[src/rtl/core/lps_pkg.sv]
// Shared types, widths and codes for the localization phase supervisor.
// No dependencies; every other file of the block refers to it by scoped names.
package lps_pkg;

  localparam int FUNC_W  = 2;
  localparam int POS_W   = 24;
  localparam int HEAD_W  = 16;
  localparam int CNT_W   = 8;
  localparam int DIST_W  = 23;
  localparam int CODE_W  = 2;
  localparam int ADDR_W  = 4;
  localparam int DATA_W  = 32;

  // Difference of two positions, its magnitude and square widths.
  localparam int DIFF_W  = POS_W + 1;
  localparam int SQ_W    = 2 * DIFF_W;
  localparam int SUM_W   = SQ_W + 1;
  localparam int LIM_W   = 2 * DIST_W;

  // Event kinds.
  localparam logic [FUNC_W-1:0] FUNC_POSE  = 2'd0;
  localparam logic [FUNC_W-1:0] FUNC_MATCH = 2'd1;
  localparam logic [FUNC_W-1:0] FUNC_FORCE = 2'd2;

  // Phase codes as shown on the result channel.
  localparam logic [CODE_W-1:0] PHASE_SEARCH = 2'd0;
  localparam logic [CODE_W-1:0] PHASE_WAIT   = 2'd1;
  localparam logic [CODE_W-1:0] PHASE_TRACK  = 2'd2;

  // Coarse localizer commands.
  localparam logic [CODE_W-1:0] ACT_NONE    = 2'd0;
  localparam logic [CODE_W-1:0] ACT_ENABLE  = 2'd1;
  localparam logic [CODE_W-1:0] ACT_DISABLE = 2'd2;

  // Register indexes (paddr[3:2]).
  localparam logic [1:0] REG_POSE_TARGET  = 2'd0;
  localparam logic [1:0] REG_MAX_DISTANCE = 2'd1;
  localparam logic [1:0] REG_MAX_HEADING  = 2'd2;
  localparam logic [1:0] REG_FAIL_LIMIT   = 2'd3;

  // Register reset values.
  localparam logic [CNT_W-1:0]  RST_POSE_TARGET  = 8'd3;
  localparam logic [DIST_W-1:0] RST_MAX_DISTANCE = 23'd256;
  localparam logic [HEAD_W-1:0] RST_MAX_HEADING  = 16'd1820;
  localparam logic [CNT_W-1:0]  RST_FAIL_LIMIT   = 8'd3;
  localparam logic [LIM_W-1:0]  RST_DIST_SQ      = 46'd65536;

  typedef enum logic [2:0] {
    ST_SEARCH = 3'b001,
    ST_WAIT   = 3'b010,
    ST_TRACK  = 3'b100
  } phase_t;

  typedef struct packed {
    logic [CNT_W-1:0]  pose_count_target;
    logic [LIM_W-1:0]  dist_sq;
    logic [HEAD_W-1:0] max_heading_diff;
    logic [CNT_W-1:0]  failure_limit;
  } lps_cfg_t;

  function automatic logic [CODE_W-1:0] phase_code(phase_t ph);
    logic [CODE_W-1:0] code;
    unique case (ph)
      ST_SEARCH: code = PHASE_SEARCH;
      ST_WAIT:   code = PHASE_WAIT;
      default:   code = PHASE_TRACK;
    endcase
    return code;
  endfunction

endpackage

[src/rtl/core/lps_if.sv]
// Valid/ready channel interfaces for events in and status results out.
// Depends on lps_pkg for field widths.
interface lps_in_if;
  logic                              valid;
  logic                              ready;
  logic [lps_pkg::FUNC_W-1:0]        func;
  logic signed [lps_pkg::POS_W-1:0]  pos_x;
  logic signed [lps_pkg::POS_W-1:0]  pos_y;
  logic [lps_pkg::HEAD_W-1:0]        heading;
  logic                              pose_valid;
  logic                              match_accepted;

  modport source(output valid, func, pos_x, pos_y, heading, pose_valid, match_accepted,
                 input ready);
  modport sink(input valid, func, pos_x, pos_y, heading, pose_valid, match_accepted,
               output ready);
endinterface

interface lps_out_if;
  logic                        valid;
  logic                        ready;
  logic [lps_pkg::CODE_W-1:0]  phase;
  logic [lps_pkg::CODE_W-1:0]  action;
  logic                        pose_accepted;
  logic [lps_pkg::CNT_W-1:0]   consistent_count;
  logic [lps_pkg::CNT_W-1:0]   failure_count;

  modport source(output valid, phase, action, pose_accepted, consistent_count,
                 failure_count, input ready);
  modport sink(input valid, phase, action, pose_accepted, consistent_count,
               failure_count, output ready);
endinterface

[src/rtl/core/localization_phase_supervisor.sv]
// Localization phase supervisor (searching, waiting, tracking); uses lps_pkg, lps_if,
// lps_cfg_regs and lps_match.
// An accepted transaction passes the input stage, then the result register, to reach status.
// Throughput: one per cycle unless status stalls; the match and phase logic are combinational.
// A stalled status holds its register; the input stage takes one more transaction.
// Reset (rst, sync, active high): searching, anchor and counters cleared, registers 3/256/1820/3.
module localization_phase_supervisor (
  input  logic                        clk,
  input  logic                        rst,
  lps_in_if.sink                      pose,
  lps_out_if.source                   status,
  input  logic                        psel,
  input  logic                        penable,
  input  logic                        pwrite,
  input  logic [lps_pkg::ADDR_W-1:0]  paddr,
  input  logic [lps_pkg::DATA_W-1:0]  pwdata,
  output logic [lps_pkg::DATA_W-1:0]  prdata,
  output logic                        pready
);

  lps_pkg::lps_cfg_t cfg;

  // Input register stage.
  logic                              s1_valid;
  logic [lps_pkg::FUNC_W-1:0]        s1_func;
  logic signed [lps_pkg::POS_W-1:0]  s1_pos_x;
  logic signed [lps_pkg::POS_W-1:0]  s1_pos_y;
  logic [lps_pkg::HEAD_W-1:0]        s1_heading;
  logic                              s1_pose_valid;
  logic                              s1_match_accepted;

  // Supervisor state.
  lps_pkg::phase_t                   phase, phase_next;
  logic                              anchor_valid, anchor_valid_next;
  logic signed [lps_pkg::POS_W-1:0]  anchor_x;
  logic signed [lps_pkg::POS_W-1:0]  anchor_y;
  logic [lps_pkg::HEAD_W-1:0]        anchor_heading;
  logic                              anchor_load;
  logic [lps_pkg::CNT_W-1:0]         cons_cnt, cons_cnt_next;
  logic [lps_pkg::CNT_W-1:0]         fail_cnt, fail_cnt_next;

  // Result register.
  logic                              out_valid;
  logic [lps_pkg::CODE_W-1:0]        out_phase;
  logic [lps_pkg::CODE_W-1:0]        out_action, action_next;
  logic                              out_accepted, accepted_next;
  logic [lps_pkg::CNT_W-1:0]         out_cons;
  logic [lps_pkg::CNT_W-1:0]         out_fail;

  logic                              advance;
  logic                              fire;
  logic                              hit;

  lps_cfg_regs u_cfg_regs (
    .clk     (clk),
    .rst     (rst),
    .psel    (psel),
    .penable (penable),
    .pwrite  (pwrite),
    .paddr   (paddr),
    .pwdata  (pwdata),
    .prdata  (prdata),
    .pready  (pready),
    .cfg     (cfg)
  );

  lps_match u_match (
    .pos_x          (s1_pos_x),
    .pos_y          (s1_pos_y),
    .heading        (s1_heading),
    .anchor_x       (anchor_x),
    .anchor_y       (anchor_y),
    .anchor_heading (anchor_heading),
    .cfg            (cfg),
    .hit            (hit)
  );

  // Advance the result register when it is empty or being drained; the input
  // stage refills in the same cycle, so transactions stream one per cycle unless status stalls.
  assign advance    = !out_valid || status.ready;
  assign fire       = s1_valid && advance;
  assign pose.ready = !s1_valid || advance;

  always_ff @(posedge clk) begin
    if (rst) begin
      s1_valid <= 1'b0;
    end else if (pose.ready) begin
      s1_valid <= pose.valid;
    end
  end

  // Payload of the input stage needs no reset.
  always_ff @(posedge clk) begin
    if (pose.ready && pose.valid) begin
      s1_func           <= pose.func;
      s1_pos_x          <= pose.pos_x;
      s1_pos_y          <= pose.pos_y;
      s1_heading        <= pose.heading;
      s1_pose_valid     <= pose.pose_valid;
      s1_match_accepted <= pose.match_accepted;
    end
  end

  // Event handling for the transaction in the input stage.
  always_comb begin
    logic [lps_pkg::CNT_W-1:0] cons_tmp;
    logic [lps_pkg::CNT_W-1:0] fail_tmp;

    phase_next        = phase;
    anchor_valid_next = anchor_valid;
    anchor_load       = 1'b0;
    cons_cnt_next     = cons_cnt;
    fail_cnt_next     = fail_cnt;
    action_next       = lps_pkg::ACT_NONE;
    accepted_next     = 1'b0;
    cons_tmp          = cons_cnt;
    fail_tmp          = fail_cnt;

    unique case (s1_func)
      lps_pkg::FUNC_POSE: begin
        // Coarse poses count only while searching.
        if (phase == lps_pkg::ST_SEARCH && s1_pose_valid) begin
          if (anchor_valid && hit) begin
            cons_tmp = (cons_cnt == '1) ? cons_cnt : cons_cnt + 1'b1;
          end else begin
            // Replace the anchor and restart the count at one.
            anchor_valid_next = 1'b1;
            anchor_load       = 1'b1;
            cons_tmp          = {{(lps_pkg::CNT_W-1){1'b0}}, 1'b1};
          end
          cons_cnt_next = cons_tmp;
          if (cons_tmp >= cfg.pose_count_target) begin
            phase_next    = lps_pkg::ST_WAIT;
            fail_cnt_next = '0;
            accepted_next = 1'b1;
          end
        end
      end
      lps_pkg::FUNC_MATCH: begin
        if (phase != lps_pkg::ST_SEARCH) begin
          if (s1_match_accepted) begin
            fail_cnt_next = '0;
            if (phase == lps_pkg::ST_WAIT) begin
              phase_next  = lps_pkg::ST_TRACK;
              action_next = lps_pkg::ACT_DISABLE;
            end
          end else begin
            fail_tmp      = (fail_cnt == '1) ? fail_cnt : fail_cnt + 1'b1;
            fail_cnt_next = fail_tmp;
            // Too many rejects: drop the anchor and relocalize.
            if (fail_tmp >= cfg.failure_limit) begin
              phase_next        = lps_pkg::ST_SEARCH;
              fail_cnt_next     = '0;
              anchor_valid_next = 1'b0;
              cons_cnt_next     = '0;
              action_next       = lps_pkg::ACT_ENABLE;
            end
          end
        end
      end
      lps_pkg::FUNC_FORCE: begin
        phase_next        = lps_pkg::ST_SEARCH;
        fail_cnt_next     = '0;
        anchor_valid_next = 1'b0;
        cons_cnt_next     = '0;
      end
      default: begin
        // Undefined event kind: hold state, report it unchanged.
      end
    endcase
  end

  always_ff @(posedge clk) begin
    if (rst) begin
      phase        <= lps_pkg::ST_SEARCH;
      anchor_valid <= 1'b0;
      cons_cnt     <= '0;
      fail_cnt     <= '0;
      out_valid    <= 1'b0;
    end else begin
      if (fire) begin
        phase        <= phase_next;
        anchor_valid <= anchor_valid_next;
        cons_cnt     <= cons_cnt_next;
        fail_cnt     <= fail_cnt_next;
      end
      if (advance) begin
        out_valid <= s1_valid;
      end
    end
  end

  // Anchor coordinates are only read while anchor_valid is set.
  always_ff @(posedge clk) begin
    if (fire && anchor_load) begin
      anchor_x       <= s1_pos_x;
      anchor_y       <= s1_pos_y;
      anchor_heading <= s1_heading;
    end
  end

  always_ff @(posedge clk) begin
    if (fire) begin
      out_phase    <= lps_pkg::phase_code(phase_next);
      out_action   <= action_next;
      out_accepted <= accepted_next;
      out_cons     <= cons_cnt_next;
      out_fail     <= fail_cnt_next;
    end
  end

  assign status.valid            = out_valid;
  assign status.phase            = out_phase;
  assign status.action           = out_action;
  assign status.pose_accepted    = out_accepted;
  assign status.consistent_count = out_cons;
  assign status.failure_count    = out_fail;

endmodule

[src/rtl/core/lps_cfg_regs.sv]
// APB-style configuration registers plus the registered squared distance limit.
// Depends on lps_pkg.
module lps_cfg_regs (
  input  logic                        clk,
  input  logic                        rst,
  input  logic                        psel,
  input  logic                        penable,
  input  logic                        pwrite,
  input  logic [lps_pkg::ADDR_W-1:0]  paddr,
  input  logic [lps_pkg::DATA_W-1:0]  pwdata,
  output logic [lps_pkg::DATA_W-1:0]  prdata,
  output logic                        pready,
  output lps_pkg::lps_cfg_t           cfg
);

  logic [lps_pkg::CNT_W-1:0]  pose_count_target;
  logic [lps_pkg::DIST_W-1:0] max_distance;
  logic [lps_pkg::HEAD_W-1:0] max_heading_diff;
  logic [lps_pkg::CNT_W-1:0]  failure_limit;
  logic [lps_pkg::LIM_W-1:0]  dist_sq;
  logic                       wr_en;
  logic [1:0]                 reg_idx;

  assign pready  = 1'b1;
  assign wr_en   = psel && penable && pwrite && pready;
  assign reg_idx = paddr[3:2];

  always_ff @(posedge clk) begin
    if (rst) begin
      pose_count_target <= lps_pkg::RST_POSE_TARGET;
      max_distance      <= lps_pkg::RST_MAX_DISTANCE;
      max_heading_diff  <= lps_pkg::RST_MAX_HEADING;
      failure_limit     <= lps_pkg::RST_FAIL_LIMIT;
      dist_sq           <= lps_pkg::RST_DIST_SQ;
    end else begin
      // Registered square of max_distance; writes must only happen while idle, not enforced by the block.
      dist_sq <= max_distance * max_distance;
      if (wr_en) begin
        unique case (reg_idx)
          lps_pkg::REG_POSE_TARGET:  pose_count_target <= pwdata[lps_pkg::CNT_W-1:0];
          lps_pkg::REG_MAX_DISTANCE: max_distance      <= pwdata[lps_pkg::DIST_W-1:0];
          lps_pkg::REG_MAX_HEADING:  max_heading_diff  <= pwdata[lps_pkg::HEAD_W-1:0];
          default:                   failure_limit     <= pwdata[lps_pkg::CNT_W-1:0];
        endcase
      end
    end
  end

  always_comb begin
    prdata = '0;
    unique case (reg_idx)
      lps_pkg::REG_POSE_TARGET:  prdata[lps_pkg::CNT_W-1:0]  = pose_count_target;
      lps_pkg::REG_MAX_DISTANCE: prdata[lps_pkg::DIST_W-1:0] = max_distance;
      lps_pkg::REG_MAX_HEADING:  prdata[lps_pkg::HEAD_W-1:0] = max_heading_diff;
      default:                   prdata[lps_pkg::CNT_W-1:0]  = failure_limit;
    endcase
  end

  assign cfg.pose_count_target = pose_count_target;
  assign cfg.dist_sq           = dist_sq;
  assign cfg.max_heading_diff  = max_heading_diff;
  assign cfg.failure_limit     = failure_limit;

endmodule

[src/rtl/core/lps_match.sv]
// Pose-to-anchor match test: squared distance and wrapped heading difference.
// Depends on lps_pkg.
module lps_match (
  input  logic signed [lps_pkg::POS_W-1:0] pos_x,
  input  logic signed [lps_pkg::POS_W-1:0] pos_y,
  input  logic [lps_pkg::HEAD_W-1:0]       heading,
  input  logic signed [lps_pkg::POS_W-1:0] anchor_x,
  input  logic signed [lps_pkg::POS_W-1:0] anchor_y,
  input  logic [lps_pkg::HEAD_W-1:0]       anchor_heading,
  input  lps_pkg::lps_cfg_t                cfg,
  output logic                             hit
);

  logic signed [lps_pkg::DIFF_W-1:0] dx, dy;
  logic [lps_pkg::DIFF_W-1:0]        adx, ady;
  logic [lps_pkg::SQ_W-1:0]          sqx, sqy;
  logic [lps_pkg::SUM_W-1:0]         dist2;
  logic [lps_pkg::HEAD_W-1:0]        dh;
  logic [lps_pkg::HEAD_W:0]          adh;
  logic                              near_pos, near_head;

  assign dx  = {pos_x[lps_pkg::POS_W-1], pos_x} - {anchor_x[lps_pkg::POS_W-1], anchor_x};
  assign dy  = {pos_y[lps_pkg::POS_W-1], pos_y} - {anchor_y[lps_pkg::POS_W-1], anchor_y};
  // Magnitude fits unsigned in the same width, including the most negative case.
  assign adx = dx[lps_pkg::DIFF_W-1] ? (~dx + 1'b1) : dx;
  assign ady = dy[lps_pkg::DIFF_W-1] ? (~dy + 1'b1) : dy;
  assign sqx = adx * adx;
  assign sqy = ady * ady;
  assign dist2 = {1'b0, sqx} + {1'b0, sqy};
  assign near_pos = dist2 <= {{(lps_pkg::SUM_W - lps_pkg::LIM_W){1'b0}}, cfg.dist_sq};

  // Wrap to signed range; half a turn counts as its full magnitude.
  assign dh  = heading - anchor_heading;
  assign adh = dh[lps_pkg::HEAD_W-1] ? ({1'b1, {lps_pkg::HEAD_W{1'b0}}} - {1'b0, dh})
                                     : {1'b0, dh};
  assign near_head = adh <= {1'b0, cfg.max_heading_diff};

  assign hit = near_pos && near_head;

endmodule

[src/flat_wrapper.sv]
// flat-port wrapper written by rule: the top's interface ports become plain ports
module localization_phase_supervisor_flat 
  (clk, rst, psel, penable, pwrite, paddr, pwdata, prdata, pready, pose_valid, pose_func, pose_pos_x, pose_pos_y, pose_heading, pose_pose_valid, pose_match_accepted, pose_ready, status_valid, status_phase, status_action, status_pose_accepted, status_consistent_count, status_failure_count, status_ready);
  lps_in_if pose_i ();
  lps_out_if status_i ();
  input  logic clk;
  input  logic rst;
  input  logic psel;
  input  logic penable;
  input  logic pwrite;
  input  logic [lps_pkg::ADDR_W-1:0] paddr;
  input  logic [lps_pkg::DATA_W-1:0] pwdata;
  output logic [lps_pkg::DATA_W-1:0] prdata;
  output logic pready;
  input wire logic [$bits(pose_i.valid)-1:0] pose_valid;
  input wire logic [$bits(pose_i.func)-1:0] pose_func;
  input wire logic [$bits(pose_i.pos_x)-1:0] pose_pos_x;
  input wire logic [$bits(pose_i.pos_y)-1:0] pose_pos_y;
  input wire logic [$bits(pose_i.heading)-1:0] pose_heading;
  input wire logic [$bits(pose_i.pose_valid)-1:0] pose_pose_valid;
  input wire logic [$bits(pose_i.match_accepted)-1:0] pose_match_accepted;
  output wire logic [$bits(pose_i.ready)-1:0] pose_ready;
  output wire logic [$bits(status_i.valid)-1:0] status_valid;
  output wire logic [$bits(status_i.phase)-1:0] status_phase;
  output wire logic [$bits(status_i.action)-1:0] status_action;
  output wire logic [$bits(status_i.pose_accepted)-1:0] status_pose_accepted;
  output wire logic [$bits(status_i.consistent_count)-1:0] status_consistent_count;
  output wire logic [$bits(status_i.failure_count)-1:0] status_failure_count;
  input wire logic [$bits(status_i.ready)-1:0] status_ready;
  assign pose_i.valid = pose_valid;
  assign pose_i.func = pose_func;
  assign pose_i.pos_x = pose_pos_x;
  assign pose_i.pos_y = pose_pos_y;
  assign pose_i.heading = pose_heading;
  assign pose_i.pose_valid = pose_pose_valid;
  assign pose_i.match_accepted = pose_match_accepted;
  assign pose_ready = pose_i.ready;
  assign status_valid = status_i.valid;
  assign status_phase = status_i.phase;
  assign status_action = status_i.action;
  assign status_pose_accepted = status_i.pose_accepted;
  assign status_consistent_count = status_i.consistent_count;
  assign status_failure_count = status_i.failure_count;
  assign status_i.ready = status_ready;
  localization_phase_supervisor u_core (.clk(clk), .rst(rst), .pose(pose_i), .status(status_i), .psel(psel), .penable(penable), .pwrite(pwrite), .paddr(paddr), .pwdata(pwdata), .prdata(prdata), .pready(pready));
endmodule
[config.mk]
export PLATFORM = sky130hd
export DESIGN_NAME = localization_phase_supervisor_flat
export DESIGN_NICKNAME = d
export VERILOG_FILES = /design/src/rtl/core/lps_pkg.sv /design/src/rtl/core/lps_if.sv /design/src/rtl/core/localization_phase_supervisor.sv /design/src/rtl/core/lps_cfg_regs.sv /design/src/rtl/core/lps_match.sv /design/src/flat_wrapper.sv
export SDC_FILE = /design/constraint.sdc
export NUM_CORES = 2
export LEC_CHECK = 0
export ABC_AREA = 1
export BUFFER_PORTS_ARGS = -buffer_cell sky130_fd_sc_hd__buf_2
export CAP_MARGIN = 5
export CELL_PAD_IN_SITES_DETAIL_PLACEMENT = 1
export CELL_PAD_IN_SITES_GLOBAL_PLACEMENT = 1
export CORE_ASPECT_RATIO = 0.6
export CORE_UTILIZATION = 26
export DETAILED_ROUTE_END_ITERATION = 10
export PLACE_DENSITY = 0.45
export SYNTH_ARGS = -nofsm -noshare
export SYNTH_HDL_FRONTEND = slang
export SYNTH_SLANG_ARGS = --single-unit
export TNS_END_PERCENT = 100
[constraint.sdc]
create_clock -name clk -period 14.9 [get_ports clk]
set_input_delay 2.98 -clock clk [delete_from_list [all_inputs] [get_ports clk]]
set_output_delay 2.98 -clock clk [all_outputs]
set_load 0.05 [all_outputs]
==> results.ini <==
[yosys]
synth_top_cells_by_count = inv_1 (2500), fa_1 (1427), nand2_1 (1138)
synth_ff_type = edfxtp_1
ys_ff_latch = 275
async_flop_share = 0
synth.cell_area_um2 = 68660
synth.most_common_cell = inv_1
synth-edff-count = 153
ys_types = 69
synth.yosys.seq_area_share = 0.1025
synth_area_leaders = fa_1 (42%), inv_1 (14%), ha_1 (13%)
yosysWarningCount = 0
syn_avg_cell_area_um2 = 8.472
synth_top_area_frac = 0.4161
synthCells = 8105
synth_largest_area_cell = fa_1

[placement]
place_ws_ns = -0.3495
dp_hpwl_um = 223400
dp.cells = 11920
port_buffers = 145
gp_congestion = 0.9056

[sta]
drv_slew = 0
max_freq_ghz = 0.07039
hold_violations = 0
min_period_ns = 14.21
hold-worst-slack_ns = 0.4419
maxSlewHeadroom = 0.2078
fin_skew_ns = 0.03223
setup_tns_ns = 0
fin_crit_sh = 0.9535
worst_slack_ns = 0.6929
worstMarginPinSlew_ns = 1.188
finalSetupViolCount = 0

[routing]
via_count = 51800
first_pass_iters = 5
vias_per_cell = 4.314
ant_nets = 0
wl_per_cell_um = 20.95
routed_wl_um = 251500
drc = 0
drt_iter0_drc = 3025

[floorplanning]
die_h_um = 400.1
die_x_um = 665.4
io_pins = 167
start_util = 0.2626
core_um2 = 261400
die_area_um2 = 266200
rows = 145

[worst_setup_path]
worst_setup_path_start_kind = flip-flop
critPathMaxStageDelay_ns = 0.67
criticalPathCategory = flip-flop to flip-flop
crit_required_ns = 15.35
cpMostUsedCell = nand2_1
endpoint_kind = flip-flop
crit_fanout = 5
worst_ep_arrival_time_ns = 14.65
slowest_stage = fa_2

[cells_and_area]
seq_area_um2 = 7047
layout.nets = 10680
fillers = 30980
multiInputGateArea_um2 = 52250
final_cells = 12010
drive_above_1_share = 0.09887
syn_to_final_growth_pct = 13.03

[clock_tree]
cts-htree-levels = 1
clk_path_buf_depth = 3
clock_latency_ns = 0.71
clockRootBuffer = clkbuf_16
cts_tree = done
clock-sinks = 275
cts.reportedPaths.clkPinSlew_ns = 0.08
postCtsHoldBufs = 0
cts_made_buffers = 31

[job]
drv_cap = 0

[global_route]
antenna_found_initial = 12
grt_max_degree = 49
grtUsageTotal = 0.1927
grt_pass1_wl_um = 380300
grt_pass1_vias = 57310
grt-ovfl-total = 0

[min_path]
holdCritPathClass = flip-flop to flip-flop

[status]
status = complete, no violations

==> metal layers <==
metal  vias to the layer above  global-route usage  part of all wire
met5                         -            0.001427           0.00022
met4                         2             0.01403            0.0075
met3                        99             0.04922             0.070
met2                       960              0.2407              0.35
met1                     26360              0.3271              0.58
li1                      24370                   -                 -
==> final timing paths <==
kind              slack (ns)  depth (start not counted)               start                      to
setup reg to reg        0.69                         77  u_core.s1_pos_x[1]  u_core.status.phase[1]
hold reg to reg         0.44                          0  u_core.s1_pos_x[0]      u_core.anchor_x[0]
setup / recovery        0.69                         77  u_core.s1_pos_x[1]  u_core.status.phase[1]
hold / removal          0.44                          0  u_core.s1_pos_x[0]      u_core.anchor_x[0]
==> repair_timing <==
action | CTS | global route
setup endpoints to repair | 19 | 21
endpoints found under the hold margin | 0 | 0
resized for setup | 31 | 187
buffers inserted | 5 | 18
pin swaps | 4 | 49
==> critical path: cells and delay by family (launching register included) <==
kind                     cells  cell delay, ns
flip-flops                   1            0.48
AND/OR/NAND/NOR             33            3.40
XOR/XNOR                     3            0.64
AO/OA/AOI/OAI               15            2.27
adder cells (fa/ha/maj)     13            5.89
buffers and inverters       13            1.18
==> cells in the final DEF, fill, tap and decap left out, types with 114 or more instances in the layout <==
master	count
inv_1	2488
fa_1	1412
nand2_1	1116
ha_1	672
nor2_1	610
a21oi_1	309
buf_4	291
o21ai_0	186
edfxtp_1	153
buf_2	145
nand3_1	142
dfxtp_1	114
==> registers in the layout, summed over array words and instances, names as in the netlist, 16 cells and up <==
register and flops:
u_core.u_cfg_regs.dist_sq 45, u_core.anchor_x 24, u_core.anchor_y 24, u_core.s1_pos_x 24
u_core.s1_pos_y 24, u_core.u_cfg_regs.max_distance 23, u_core.anchor_heading 16, u_core.s1_heading 16
u_core.u_cfg_regs.max_heading_diff 16
==> area by class of cell <==
class,count,share of cell area
antenna,2,0.00006449
clock buffer,42,0.01099
clock inverter,16,0.002370
inverter,2546,0.1235
multi-input combinational,5139,0.6732
sequential,275,0.09080
tap,3528,0.05688
timing repair buffer,458,0.04216
==> cell families after synthesis <==
group,after synthesis,synth area share
AND/OR/NAND/NOR,2161,0.1301
AO/OA/AOI/OAI,678,0.05574
adder cells (fa/ha/maj),2113,0.5411
XOR/XNOR,140,0.01862
buffers and inverters,2736,0.1519
flip-flops,275,0.1025
other,2,0.0001094
==> through the flow <==
stage / instance area, µm² / utilization
after floorplan: 68830 / -
after global placement: 75550 / 0.2890
after detailed placement: 75550 / 0.2890
after CTS: 76760 / 0.2936
after global routing: 77610 / 0.2969
final: 77610 / 0.2969
Power is left out: the tool's default activity adds up to more than one toggle a clock period on the data nets, which glitch-free logic cannot reach.
